<file path="src/design/sorted_array_search_core_defines.svh">
// ----------------------------------------------------------------------------
// sorted array search core assertion macros
// Shared concurrent assertion forms, clocked on clk and disabled in rst.
// ----------------------------------------------------------------------------
`ifndef SORTED_ARRAY_SEARCH_CORE_DEFINES_SVH
`define SORTED_ARRAY_SEARCH_CORE_DEFINES_SVH

// same-cycle implication
`define SAS_ASSERT_IMP(lbl, ante, cons, msg) \
  lbl: assert property (@(posedge clk) disable iff (rst) (ante) |-> (cons)) \
    else $error(msg);

// next-cycle implication
`define SAS_ASSERT_NXT(lbl, ante, cons, msg) \
  lbl: assert property (@(posedge clk) disable iff (rst) (ante) |=> (cons)) \
    else $error(msg);

`endif

</file>
<file path="src/design/sas_pkg.sv">
// ----------------------------------------------------------------------------
// sas_pkg
// Beat types, field widths and codes for the sorted array search core.
// ----------------------------------------------------------------------------
`default_nettype none

package sas_pkg;

  localparam int TABLE_DEPTH_DEF = 1024;

  localparam int KEY_W      = 32;
  localparam int LOAD_IDX_W = 10;
  localparam int POS_W      = 10;
  localparam int COUNT_W    = 11;
  localparam int MODE_W     = 2;
  localparam int CFG_IDX_W  = 1;
  localparam int CFG_DATA_W = 11;

  // input kinds
  localparam logic KIND_LOAD   = 1'b0;
  localparam logic KIND_SEARCH = 1'b1;

  // search modes, the spare code runs as binary search
  localparam logic [MODE_W-1:0] MODE_SEQ    = 2'd0;
  localparam logic [MODE_W-1:0] MODE_BIN    = 2'd1;
  localparam logic [MODE_W-1:0] MODE_INTERP = 2'd2;

  // register indexes
  localparam logic [CFG_IDX_W-1:0] REG_SEARCH_MODE = 1'b0;
  localparam logic [CFG_IDX_W-1:0] REG_ENTRY_COUNT = 1'b1;

  localparam logic [MODE_W-1:0]  SEARCH_MODE_RST = MODE_BIN;
  localparam logic [COUNT_W-1:0] ENTRY_COUNT_RST = '0;

  typedef struct packed {
    logic                     kind;
    logic [LOAD_IDX_W-1:0]    load_index;
    logic signed [KEY_W-1:0]  entry_value;
    logic signed [KEY_W-1:0]  search_key;
  } in_item_t;

  typedef struct packed {
    logic             found;
    logic [POS_W-1:0] position;
  } out_item_t;

  typedef struct packed {
    logic busy;
    logic done;
  } div_status_t;

endpackage

`default_nettype wire

</file>
<file path="src/design/sas_div.sv">
// ----------------------------------------------------------------------------
// sas_div
// Restoring divider, one quotient bit per cycle, for the interpolation probe.
// The caller guarantees the quotient fits in Q_W bits.
// ----------------------------------------------------------------------------
`default_nettype none

module sas_div #(
  parameter int Q_W = 10
) (
  input  wire logic                             clk,
  input  wire logic                             rst,
  input  wire logic                             start,
  input  wire logic [sas_pkg::KEY_W+Q_W-1:0]    dividend,
  input  wire logic [sas_pkg::KEY_W-1:0]        divisor,
  output      sas_pkg::div_status_t             status,
  output      logic [Q_W-1:0]                   quotient
);

  localparam int KEY_W = sas_pkg::KEY_W;
  localparam int CNT_W = $clog2(Q_W + 1);

  logic [CNT_W-1:0] cnt;
  logic             done;
  logic [KEY_W-1:0] rem;
  logic [Q_W-1:0]   low;
  logic [KEY_W-1:0] dsr;
  logic [KEY_W:0]   trial;
  logic             q_bit;

  // shift in the next dividend bit and try the subtract
  assign trial = {rem, low[Q_W-1]} - {1'b0, dsr};
  assign q_bit = ~trial[KEY_W] | rem[KEY_W-1];

  always_ff @(posedge clk) begin
    if (rst) begin
      cnt  <= '0;
      done <= 1'b0;
    end else begin
      done <= 1'b0;
      if (start) begin
        rem <= dividend[KEY_W+Q_W-1:Q_W];
        low <= dividend[Q_W-1:0];
        dsr <= divisor;
        cnt <= CNT_W'(Q_W);
      end else if (cnt != '0) begin
        if (q_bit) begin
          rem <= trial[KEY_W-1:0];
        end else begin
          rem <= {rem[KEY_W-2:0], low[Q_W-1]};
        end
        low      <= low << 1;
        quotient <= Q_W'({quotient, q_bit});
        cnt      <= cnt - CNT_W'(1);
        done     <= (cnt == CNT_W'(1));
      end
    end
  end

  assign status.busy = (cnt != '0);
  assign status.done = done;

endmodule

`default_nettype wire
</file>
<file path="config.mk">
export PLATFORM = sky130hd
export DESIGN_NAME = sas_div
export DESIGN_NICKNAME = d
export VERILOG_FILES = /design/src/design/sorted_array_search_core_defines.svh /design/src/design/sas_pkg.sv /design/src/design/sas_div.sv
export SDC_FILE = /design/constraint.sdc
export NUM_CORES = 1
export LEC_CHECK = 0
export ABC_CLOCK_PERIOD_IN_PS = 5400
export BUFFER_PORTS_ARGS = -buffer_cell sky130_fd_sc_hd__buf_4
export CAP_MARGIN = 0
export CORE_MARGIN = 2
export CORE_UTILIZATION = 57
export DETAILED_ROUTE_END_ITERATION = 12
export PLACE_DENSITY_LB_ADDON = 0.05
export SYNTH_ARGS = -nofsm -noshare
export SYNTH_HDL_FRONTEND = slang
export SYNTH_SLANG_ARGS = --single-unit
</file>
<file path="constraint.sdc">
create_clock -name clk -period 5.4 [get_ports clk]
set_input_delay 1.08 -clock clk [delete_from_list [all_inputs] [get_ports clk]]
set_output_delay 1.08 -clock clk [all_outputs]
set_load 0.03 [all_outputs]
</file>
## Word level (Yosys, flattened, before mapping)

Cells that the tools add are included.

| storage, ports and cells | value |
|---|---|
| flip-flop bits (word level) | 89 |
| input port bits | 77 |
| output and inout bits | 12 |
| word-level logic and storage cells | 29 |

| cells by class | value |
|---|---|
| $add $sub $neg | 2 |
| eq/ne operators | 1 |
| muxes and demuxes | 7 |
| bitwise logic cells | 5 |
| reductions and logical operators | 7 |

Operators with widths:

| cell | number |
|---|---|
| $mux W32 | 3 |
| $sub A33 B32 Y33 | 1 |
| $mux W10 | 2 |
| $mux W4 | 2 |
| $eq A4 B1 Y1 const B | 1 |
| $not A1 Y1 | 4 |
| $reduce_and A2 Y1 | 2 |
| $reduce_bool A4 Y1 | 1 |
| $sub A4 B1 Y4 const B | 1 |
| $reduce_and A3 Y1 | 1 |
| $reduce_or A3 Y1 | 1 |
| $reduce_bool A2 Y1 | 1 |
| $reduce_or A2 Y1 | 1 |
| $or A1 B1 Y1 | 1 |

## Depth between registers and ports, before layout

Gate-level depths: netlist of run 1.

| logic depth | value |
|---|---|
| depth after elaboration | 6 |
| mapped depth | 14 |
| mapped depth without buffers | 13 |

## Least setup slack after synthesis of run 1

Ideal clock, no wire load.

| timing path | value |
|---|---|
| kind | input to register |
| start point | in start |
| end point | reg low[0] (enable) |
| setup time | 0.456 ns |
| data arrival time | 3.860 ns |
| required time | 4.944 ns |
| setup slack | 1.084 ns |
| cell stages on the path | 5 |
| path buffers | 3 |
| path through | clkbuf_1 > inv_1 > clkbuf_1 > buf_1 > a21oi_1 |

| between the ends | value |
|---|---|
| word-level cells in the longest chain between the ends | 2 |

RTL lines:

| element | RTL line | text |
|---|---|---|
| start: declaration | sas_div.sv:13 | `input wire logic start,` |
| $reduce_bool A2 Y1 (no line) | -- |  |
| $reduce_and A2 Y1 (no line) | -- |  |
| end signal: assignment | sas_div.sv:43 | `low <= dividend[Q_W-1:0];` |
| end signal: assignment | sas_div.sv:52 | `low <= low << 1;` |
| end: declaration | sas_div.sv:26 | `logic [Q_W-1:0] low;` |

Every way passes these cells.
A chain may end at the register's enable or synchronous reset.

## Worst setup path after layout of run 1

| timing path | value |
|---|---|
| start point | reg low[9] |
| end point | reg rem[8] (data pin) |

| between the ends | value |
|---|---|
| word-level cells in the longest chain between the ends | 6 |

RTL lines:

| element | RTL line | text |
|---|---|---|
| $sub A33 B32 Y33 * | sas_div.sv:32 | `assign trial = {rem, low[Q_W-1]} - {1'b0, dsr};` |
| $not A1 Y1 | sas_div.sv:33 | `assign q_bit = ~trial[KEY_W] \| rem[KEY_W-1];` |
| $or A1 B1 Y1 | sas_div.sv:33 |  |
| $mux W32 * | sas_div.sv:47 | `if (q_bit) begin` |
| $mux W32 * | sas_div.sv:46 | `end else if (cnt != '0) begin` |
| $mux W32 * | sas_div.sv:41 | `if (start) begin` |
| end signal: assignment | sas_div.sv:42 | `rem <= dividend[KEY_W+Q_W-1:Q_W];` |
| end signal: assignment | sas_div.sv:48 | `rem <= trial[KEY_W-1:0];` |
| end signal: assignment | sas_div.sv:50 | `rem <= {rem[KEY_W-2:0], low[Q_W-1]};` |
| end: declaration | sas_div.sv:25 | `logic [KEY_W-1:0] rem;` |

Every way passes the cells marked *; elsewhere a longest branch is shown, timed or not. The select of a mux whose other input is x is not followed.

==> out/qor.tcl, run 1 <==
set qor(cp_num_buf_inv) 2
set qor(routed_met3_length_um) 698
set qor(place_congestion) 0.941
set qor(area.growth.synth_to_final_pct) 18.1
set qor(grt-ovfl-total) 0
set qor(die_area_sq_um) 9970
set qor(postSynthRegisterBits) 89
set qor(initial_core_util) 0.595
set qor(place_hpwl_um) 7940
set qor(slew_violations) 0
set qor(worstMarginPinSlew_ns) 0.965
set qor(synthArstFlopShare) 0
set qor(hold_path_end) {quotient[3]}
set qor(cts_buffer_depth) 2
set qor(route.final.wire_length_um) 11300
set qor(peakVddDrop_mv) 0.190
set qor(worstPathArrival_ns) 4.11
set qor(timing.critical_path.from_type) {flop}
set qor(ys_types) 57
set qor(floorplan.die.width_um) 99.9
set qor(netlist.area_leader.share) 0.481
set qor(ant_nets) 0
set qor(met2RoutedLength_um) 5510
set qor(finish.cell_count_without_fillers) 687
set qor(path_max_fanout) 27
set qor(i_o_pin_total) 89
set qor(max_cap_viol_count) 0
set qor(fillers) 686
set qor(worst_hold_path.num_cells) 0
set qor(grt_max_degree) 64
set qor(fmax_ghz) 0.251
set qor(cts-buffers-inserted) 9
set qor(fin_crit_ns) 3.98
set qor(fp-row-count) 34
set qor(syn_area_per_cell_sq_um) 10.7
set qor(r2r-start) {low[9]}
set qor(num_antenna_cells) 0
set qor(cpLargestDelayFamily) {compound AO/OA/AOI/OAI gates}
set qor(mapped_area_sq_um) 5240
set qor(die_height_um) 99.9
set qor(p_leak_nw) 2.57
set qor(synthesis.instances) 491
set qor(cell_pwr_density_nw_per_um2) 332
set qor(post-place-cells) 671
set qor(layout.nets) 684
set qor(cts.reportedPaths.clkPinSlew_ns) 0.09
set qor(p_sw_frac) 0.325
set qor(worst_skew_pair.late_latency_ns) 0.37
set qor(clockPowerShare) 0.250
set qor(timing.final.setup_violations) 0
set qor(critical_path_class) {reg2reg}
set qor(outcome) {finished clean}
set qor(synth_edf_count) 84
set qor(layout_worst_path_cycle_share) 0.738
set qor(synth_top_cell_by_area) {sky130_fd_sc_hd__edfxtp_1}
set qor(reg2reg_to) {rem[8]}
set qor(synthesis.nets) 601
set qor(grt_use_total) 0.237
set qor(numClockSinks) 89
set qor(ys_warn_count) 0
set qor(grt_setup_unrepaired) {no}
set qor(slew_headroom) 0.355
set qor(postLayoutCellArea_sq_um) 6190
set qor(synth_top_cells_by_area) {sky130_fd_sc_hd__edfxtp_1, sky130_fd_sc_hd__ha_1, sky130_fd_sc_hd__a21oi_1, sky130_fd_sc_hd__nand2_1, sky130_fd_sc_hd__inv_1}
set qor(worstHoldPathType) {reg2reg}
set qor(post_drt_via_cell_ratio) 5.90
set qor(detail_route.wirelength.met1_um) 5020
set qor(worstRegToRegCells) 12
set qor(dr.pass1.iters) 5
set qor(timing.critical_path.cells) {inv_1, ha_1, fa_1, nand2b_1, a21oi_2, o21ai_1, a21boi_2, a211oi_2, o311ai_1, nand2_1, buf_4, o311ai_0}
set qor(cp_data_required_time_ns) 5.52
set qor(setup.reg_to_reg.worst_slack_ns) 1.42
set qor(seq_power_share) 0.429
set qor(worst_path_max_delay_cell) {sky130_fd_sc_hd__nand2_1}
set qor(final_core_util) 0.702
set qor(summed_negative_setup_slack_over_all_endpoints_ns) 0
set qor(share_comb_of_total_power) 0.322
set qor(cts_root_buffer) {sky130_fd_sc_hd__clkbuf_8}
set qor(worst_min_path_start) {quotient[2]}
set qor(post_cts_buffers) 0
set qor(design.core.area_sq_um) 8810
set qor(timing.critical_path.to_type) {flop}
set qor(post_cts.resized_instances) 0
set qor(timing.final.hold_violations) 0
set qor(finalClockSkew_ns) 0.0171
set qor(cts_max_level) 3
set qor(total_power_draw_w) 0.00206
set qor(drc_errors) 0
set qor(first_global_vias) 4069
set qor(crit_path_max_incr_delay_ns) 0.61
set qor(buffer_ports.inserted) 88
set qor(drt_iter0_markers) 174
set qor(routed.top_layer) {met4}
set qor(postPlaceCellArea_sq_um) 5970
set qor(netSwitchingPower_w) 0.000669
set qor(tritoncts_clock_tree) {yes}
set qor(antenna_violations_before_repair) 0
set qor(yosysSeqAreaShare) 0.501
set qor(avgRoutedWirePerCell_um) 16.5
set qor(drive_gt1_frac) 0.219
set qor(yosys.cell_count.top_type) {sky130_fd_sc_hd__edfxtp_1}
set qor(ys_top_cells_by_count) {sky130_fd_sc_hd__edfxtp_1, sky130_fd_sc_hd__nand2_1, sky130_fd_sc_hd__inv_1, sky130_fd_sc_hd__a21oi_1, sky130_fd_sc_hd__ha_1}
set qor(routed-via-count) 4056
set qor(global_route_wire_length_before_repair_um) 18800
set qor(synthFlopType) {sky130_fd_sc_hd__edfxtp_1}
set qor(cts.hold.buffers_added) 0
set qor(internal-power_w) 0.00139
[cells in the final DEF, fill, tap and decap left out, types with 8 or more instances in the layout]
| cell | synthesis | routed |
|---|---|---|
| sky130_fd_sc_hd__buf_4 | 2 | 92 |
| sky130_fd_sc_hd__edfxtp_1 | 84 | 84 |
| sky130_fd_sc_hd__nand2_1 | 45 | 45 |
| sky130_fd_sc_hd__inv_1 | 42 | 42 |
| sky130_fd_sc_hd__a21oi_1 | 37 | 36 |
| sky130_fd_sc_hd__ha_1 | 32 | 32 |
| sky130_fd_sc_hd__nor2_1 | 29 | 28 |
| sky130_fd_sc_hd__nand3_1 | 22 | 22 |
| sky130_fd_sc_hd__xor2_1 | 18 | 18 |
| sky130_fd_sc_hd__a31oi_1 | 13 | 13 |
| sky130_fd_sc_hd__o311ai_0 | 12 | 12 |
| sky130_fd_sc_hd__a21o_1 | 9 | 9 |
| sky130_fd_sc_hd__o21ai_0 | 9 | 9 |
| sky130_fd_sc_hd__xnor2_1 | 9 | 9 |
| sky130_fd_sc_hd__mux2_2 | 9 | 9 |
| sky130_fd_sc_hd__clkbuf_8 | 0 | 9 |
| sky130_fd_sc_hd__o31ai_1 | 8 | 8 |
[worst register-to-register path: stages, from the launching register on]
cell	delay (ns)
sky130_fd_sc_hd__edfxtp_1	0.37
sky130_fd_sc_hd__inv_1	0.05
sky130_fd_sc_hd__ha_1	0.22
sky130_fd_sc_hd__fa_1	0.39
sky130_fd_sc_hd__nand2b_1	0.19
sky130_fd_sc_hd__a21oi_2	0.17
sky130_fd_sc_hd__o21ai_1	0.15
sky130_fd_sc_hd__a21boi_2	0.24
sky130_fd_sc_hd__a211oi_2	0.15
sky130_fd_sc_hd__o311ai_1	0.29
sky130_fd_sc_hd__nand2_1	0.61
sky130_fd_sc_hd__buf_4	0.48
sky130_fd_sc_hd__o311ai_0	0.44
[area by class of cell]
type | count | area, sq um | share of cell area
clock inverters | 6 | 90.1 | 0.0146
inverters | 43 | 161 | 0.0261
repair buffers | 92 | 691 | 0.112
clock buffers | 10 | 128 | 0.0206
well taps | 108 | 135 | 0.0218
multi-input cells | 339 | 2360 | 0.381
flip-flops and latches | 89 | 2620 | 0.424
[kinds of logic (layout without fill, tap and decap cells)]
group	Yosys count	after routing	share of synthesized area
xor gates and xnor gates	27	27	0.0451
muxes	12	12	0.0251
buffers and inverters	63	151	0.0518
adders and majority gates	33	33	0.0802
AOI/OAI and AO/OA	135	135	0.179
DFF	89	89	0.501
and+or+nand+nor	132	132	0.118
[layer usage]
| metal | GRT usage | up-vias |
|---|---|---|
| li1 | - | 1991 |
| met1 | 0.314 | 1922 |
| met2 | 0.406 | 132 |
| met3 | 0.0515 | 11 |
| met4 | 0.0464 | 0 |
| met5 | 0 | - |
[through the flow]
| step | setup slack, ns | hold slack, ns |
|---|---|---|
| after floorplan | 1.08 | 0.437 |
| after global placement | 1.63 | 0.435 |
| after detailed placement | 1.49 | 0.439 |
| after CTS | 1.45 | 0.464 |
| after global routing | 1.09 | 0.469 |
| final | 1.42 | 0.460 |
[how the worst max path moves through the flow]
stage                      start      end  slack (ns)  depth (start not counted)
final                     low[9]   rem[8]        1.42                         12
after global routing      low[9]  rem[14]        1.09                         12
after CTS                 low[9]  rem[29]        1.45                         13
after detailed placement  low[9]  rem[29]        1.49                         13
after global placement    low[9]  rem[21]        1.63                         13
after floorplan            start   low[0]        1.08                          5
[power groups by stage]
| stage | combinational (W) | sequential, W | clock (W) |
|---|---|---|---|
| after floorplan | 0.000499 | 0.000893 | 0 |
| after global placement | 0.000635 | 0.000893 | 0 |
| after detailed placement | 0.000653 | 0.000896 | 0 |
| after CTS | 0.000658 | 0.000881 | 0.000526 |
| after global routing | 0.000734 | 0.000888 | 0.000550 |
| final | 0.000662 | 0.000881 | 0.000513 |
[state kept, by name, indices dropped and copies added, names as in the netlist]
name and flops:
cnt 4, dsr 32, rem 32, quotient 10, low 10, done 1
Note: power is estimated with default switching activity, not from simulation.
==> run 2, diff against run 1 <==
--- a/config.mk
+++ b/config.mk
@@ -5,7 +5,7 @@
 export SDC_FILE = /design/constraint.sdc
 export NUM_CORES = 1
 export LEC_CHECK = 0
-export ABC_CLOCK_PERIOD_IN_PS = 5400
+export ABC_CLOCK_PERIOD_IN_PS = 4100
 export BUFFER_PORTS_ARGS = -buffer_cell sky130_fd_sc_hd__buf_4
 export CAP_MARGIN = 0
 export CORE_MARGIN = 2
==> constraint.sdc (replaced) <==
create_clock -name clk -period 4.1 [get_ports clk]
set_input_delay 0.82 -clock clk [delete_from_list [all_inputs] [get_ports clk]]
set_output_delay 0.82 -clock clk [all_outputs]
set_load 0.03 [all_outputs]
==> run 2 against run 1 <==
Net effect: clock-buffer cell count did not move; die area did not move; first-iteration DRC count fell by 5.2%; combinational power rose by 33%; via count rose by 1.7%; routed wire length rose by 1.5%; critical path type unchanged; largest power group unchanged; highest routed layer unchanged.
==> out/qor.tcl, run 2 (synthesized netlist as in run 1, its figures left out) <==
set qor(outcome) {finished clean}
set qor(initial_core_util) 0.595 ;# unchanged
set qor(layout_top_registers) {dsr: 32 flops, rem: 32 flops}
set qor(summed_negative_setup_slack_over_all_endpoints_ns) 0 ;# unchanged
set qor(design.core.area_sq_um) 8810 ;# unchanged
set qor(avgRoutedWirePerCell_um) 16.7 ;# +1.2%
set qor(postLayoutCellArea_sq_um) 6200 ;# +0.26%
set qor(route.final.wire_length_um) 11500 ;# +1.5%
set qor(critical_path_class) {reg2reg}
set qor(cts.hold.buffers_added) 0 ;# unchanged
set qor(drc_errors) 0 ;# unchanged
set qor(layout.nets) 686 ;# +0.29%
set qor(antenna_violations_before_repair) 0 ;# unchanged
set qor(ant_nets) 0 ;# unchanged
set qor(timing.critical_path.to_type) {flop}
set qor(global_route_wire_length_before_repair_um) 19300 ;# +2.9%
set qor(pre_cts_ws_ns) 0.589 ;# -0.904 ns
set qor(hold-worst-slack_ns) 0.461 ;# +0.000439 ns
set qor(slew_headroom) 0.540 ;# +0.185
set qor(peakVddDrop_mv) 0.220 ;# +16%
set qor(final_cell_mix) {sky130_fd_sc_hd__buf_4, sky130_fd_sc_hd__edfxtp_1, sky130_fd_sc_hd__nand2_1, sky130_fd_sc_hd__inv_1, sky130_fd_sc_hd__a21oi_1}
set qor(area.growth.synth_to_final_pct) 18.4
set qor(first_global_vias) 4206 ;# +3.4%
set qor(cts_buffer_depth) 2 ;# unchanged
set qor(worst_skew_pair.late_latency_ns) 0.37 ;# about the same
set qor(num_antenna_cells) 0 ;# unchanged
set qor(finalClockSkew_ns) 0.0170 ;# -0.0000854 ns
set qor(timing.critical_path.from_type) {flop}
set qor(fp-row-count) 34 ;# unchanged
set qor(grt_use_total) 0.242 ;# +0.00508
set qor(die_area_sq_um) 9970 ;# unchanged
set qor(cts_max_level) 3 ;# unchanged
set qor(drive_gt1_frac) 0.222 ;# +0.00269
set qor(grt_setup_unrepaired) {no}
set qor(place_hpwl_um) 8050 ;# +1.4%
set qor(timing.final.setup_violations) 0 ;# unchanged
set qor(cts.reportedPaths.clkPinSlew_ns) 0.09 ;# about the same
set qor(dr.pass1.iters) 4 ;# -1
set qor(worstPathArrival_ns) 3.66 ;# -0.45 ns
set qor(grt_max_degree) 64 ;# unchanged
set qor(numClockSinks) 89 ;# unchanged
set qor(worst_hold_path.num_cells) 0 ;# unchanged
set qor(cp_data_required_time_ns) 4.20 ;# -1.32 ns
set qor(post_cts.resized_instances) 0 ;# unchanged
set qor(die_height_um) 99.9 ;# unchanged
set qor(cts-buffers-inserted) 9 ;# unchanged
set qor(layout.cells.most_common) {sky130_fd_sc_hd__buf_4}
set qor(grt-ovfl-total) 0 ;# unchanged
set qor(max_cap_viol_count) 0 ;# unchanged
set qor(fmax_ghz) 0.281 ;# +12%
set qor(post_drt_via_cell_ratio) 5.98 ;# +1.4%
set qor(path_max_fanout) 14 ;# -48%
set qor(postPlaceCellArea_sq_um) 5980 ;# +0.25%
set qor(cell_pwr_density_nw_per_um2) 438 ;# +32%
set qor(buffer_ports.inserted) 88 ;# unchanged
set qor(layout_setup_ws_ns) 0.542 ;# -0.874 ns
set qor(timing.final.hold_violations) 0 ;# unchanged
set qor(tritoncts_clock_tree) {yes}
set qor(post_cts_buffers) 0 ;# unchanged
set qor(routed-via-count) 4123 ;# +1.7%
set qor(floorplan.die.width_um) 99.9 ;# unchanged
set qor(p_leak_nw) 2.58 ;# +0.53%
set qor(i_o_pin_total) 89 ;# unchanged
set qor(worstRegToRegCells) 13 ;# +1
set qor(worstHoldPathType) {reg2reg}
set qor(layout_worst_path_cycle_share) 0.868 ;# +0.130
set qor(fin_crit_ns) 3.56 ;# -0.426 ns
set qor(cts_root_buffer) {sky130_fd_sc_hd__clkbuf_8}
set qor(worstMarginPinSlew_ns) 0.684 ;# -0.282 ns
set qor(place_congestion) 0.984 ;# +4.5%
set qor(drt_iter0_markers) 165 ;# -5.2%
set qor(slew_violations) 0 ;# unchanged
## run 2: cell count changes in the layout (fill, tap and decap cells not counted), sizes merged
cell,previous run,this run
clkinv,1,3
buf,92,94
inv,45,44
clkinvlp,1,0
## run 2: area by class of cell
| class | count | area (sq um) |
|---|---|---|
| clock buffers | 10 | 128 |
| clock inverters | 6 | 91.3 |
| fillers | 660 | 2600 |
| inverters | 43 | 161 |
| multi-input cells | 339 | 2360 |
| flip-flops and latches | 89 | 2620 |
| well taps | 108 | 135 |
| repair buffers | 94 | 706 |
## run 2: report_power, final
part	internal, W	total (W)	switching, W
Clock	0.000347	0.000676	0.000329
Sequential	0.00112	0.00116	0.0000470
Combinational	0.000368	0.000881	0.000513
Total	0.00183	0.00272	0.000889
## run 2: worst paths after layout
check         startpoint           to  slack, ns
max               low[9]      rem[12]       0.54
min          quotient[2]  quotient[3]       0.46
max reg2reg       low[9]      rem[12]       0.54
min reg2reg  quotient[2]  quotient[3]       0.46
## run 2: routing by layer
metal,routed length (um),vias to the layer above,global-route usage
li1,-,1994,-
met1,5060,1967,0.312
met2,5600,137,0.408
met3,637,25,0.0543
met4,208,0,0.0790
met5,0,-,0
## run 2: through the flow
stage,power (W),utilization,std cells
final,0.00272,0.704,689
after global routing,0.00287,0.704,689
after CTS,0.00272,0.704,689
after detailed placement,0.00204,0.679,673
after global placement,0.00202,0.679,673
after floorplan,0.00183,-,491
## run 2: worst max-delay path: stages (launching register included)
cell                       delay, ns
sky130_fd_sc_hd__edfxtp_1       0.36
sky130_fd_sc_hd__inv_1          0.05
sky130_fd_sc_hd__ha_1           0.21
sky130_fd_sc_hd__fa_1           0.39
sky130_fd_sc_hd__nand2b_1       0.19
sky130_fd_sc_hd__a21oi_2        0.16
sky130_fd_sc_hd__o21ai_1        0.14
sky130_fd_sc_hd__a21boi_2       0.27
sky130_fd_sc_hd__a211oi_2       0.16
sky130_fd_sc_hd__o311ai_1       0.33
sky130_fd_sc_hd__nand2_1        0.36
sky130_fd_sc_hd__inv_2          0.37
sky130_fd_sc_hd__mux2i_1        0.23
sky130_fd_sc_hd__a21oi_1        0.08
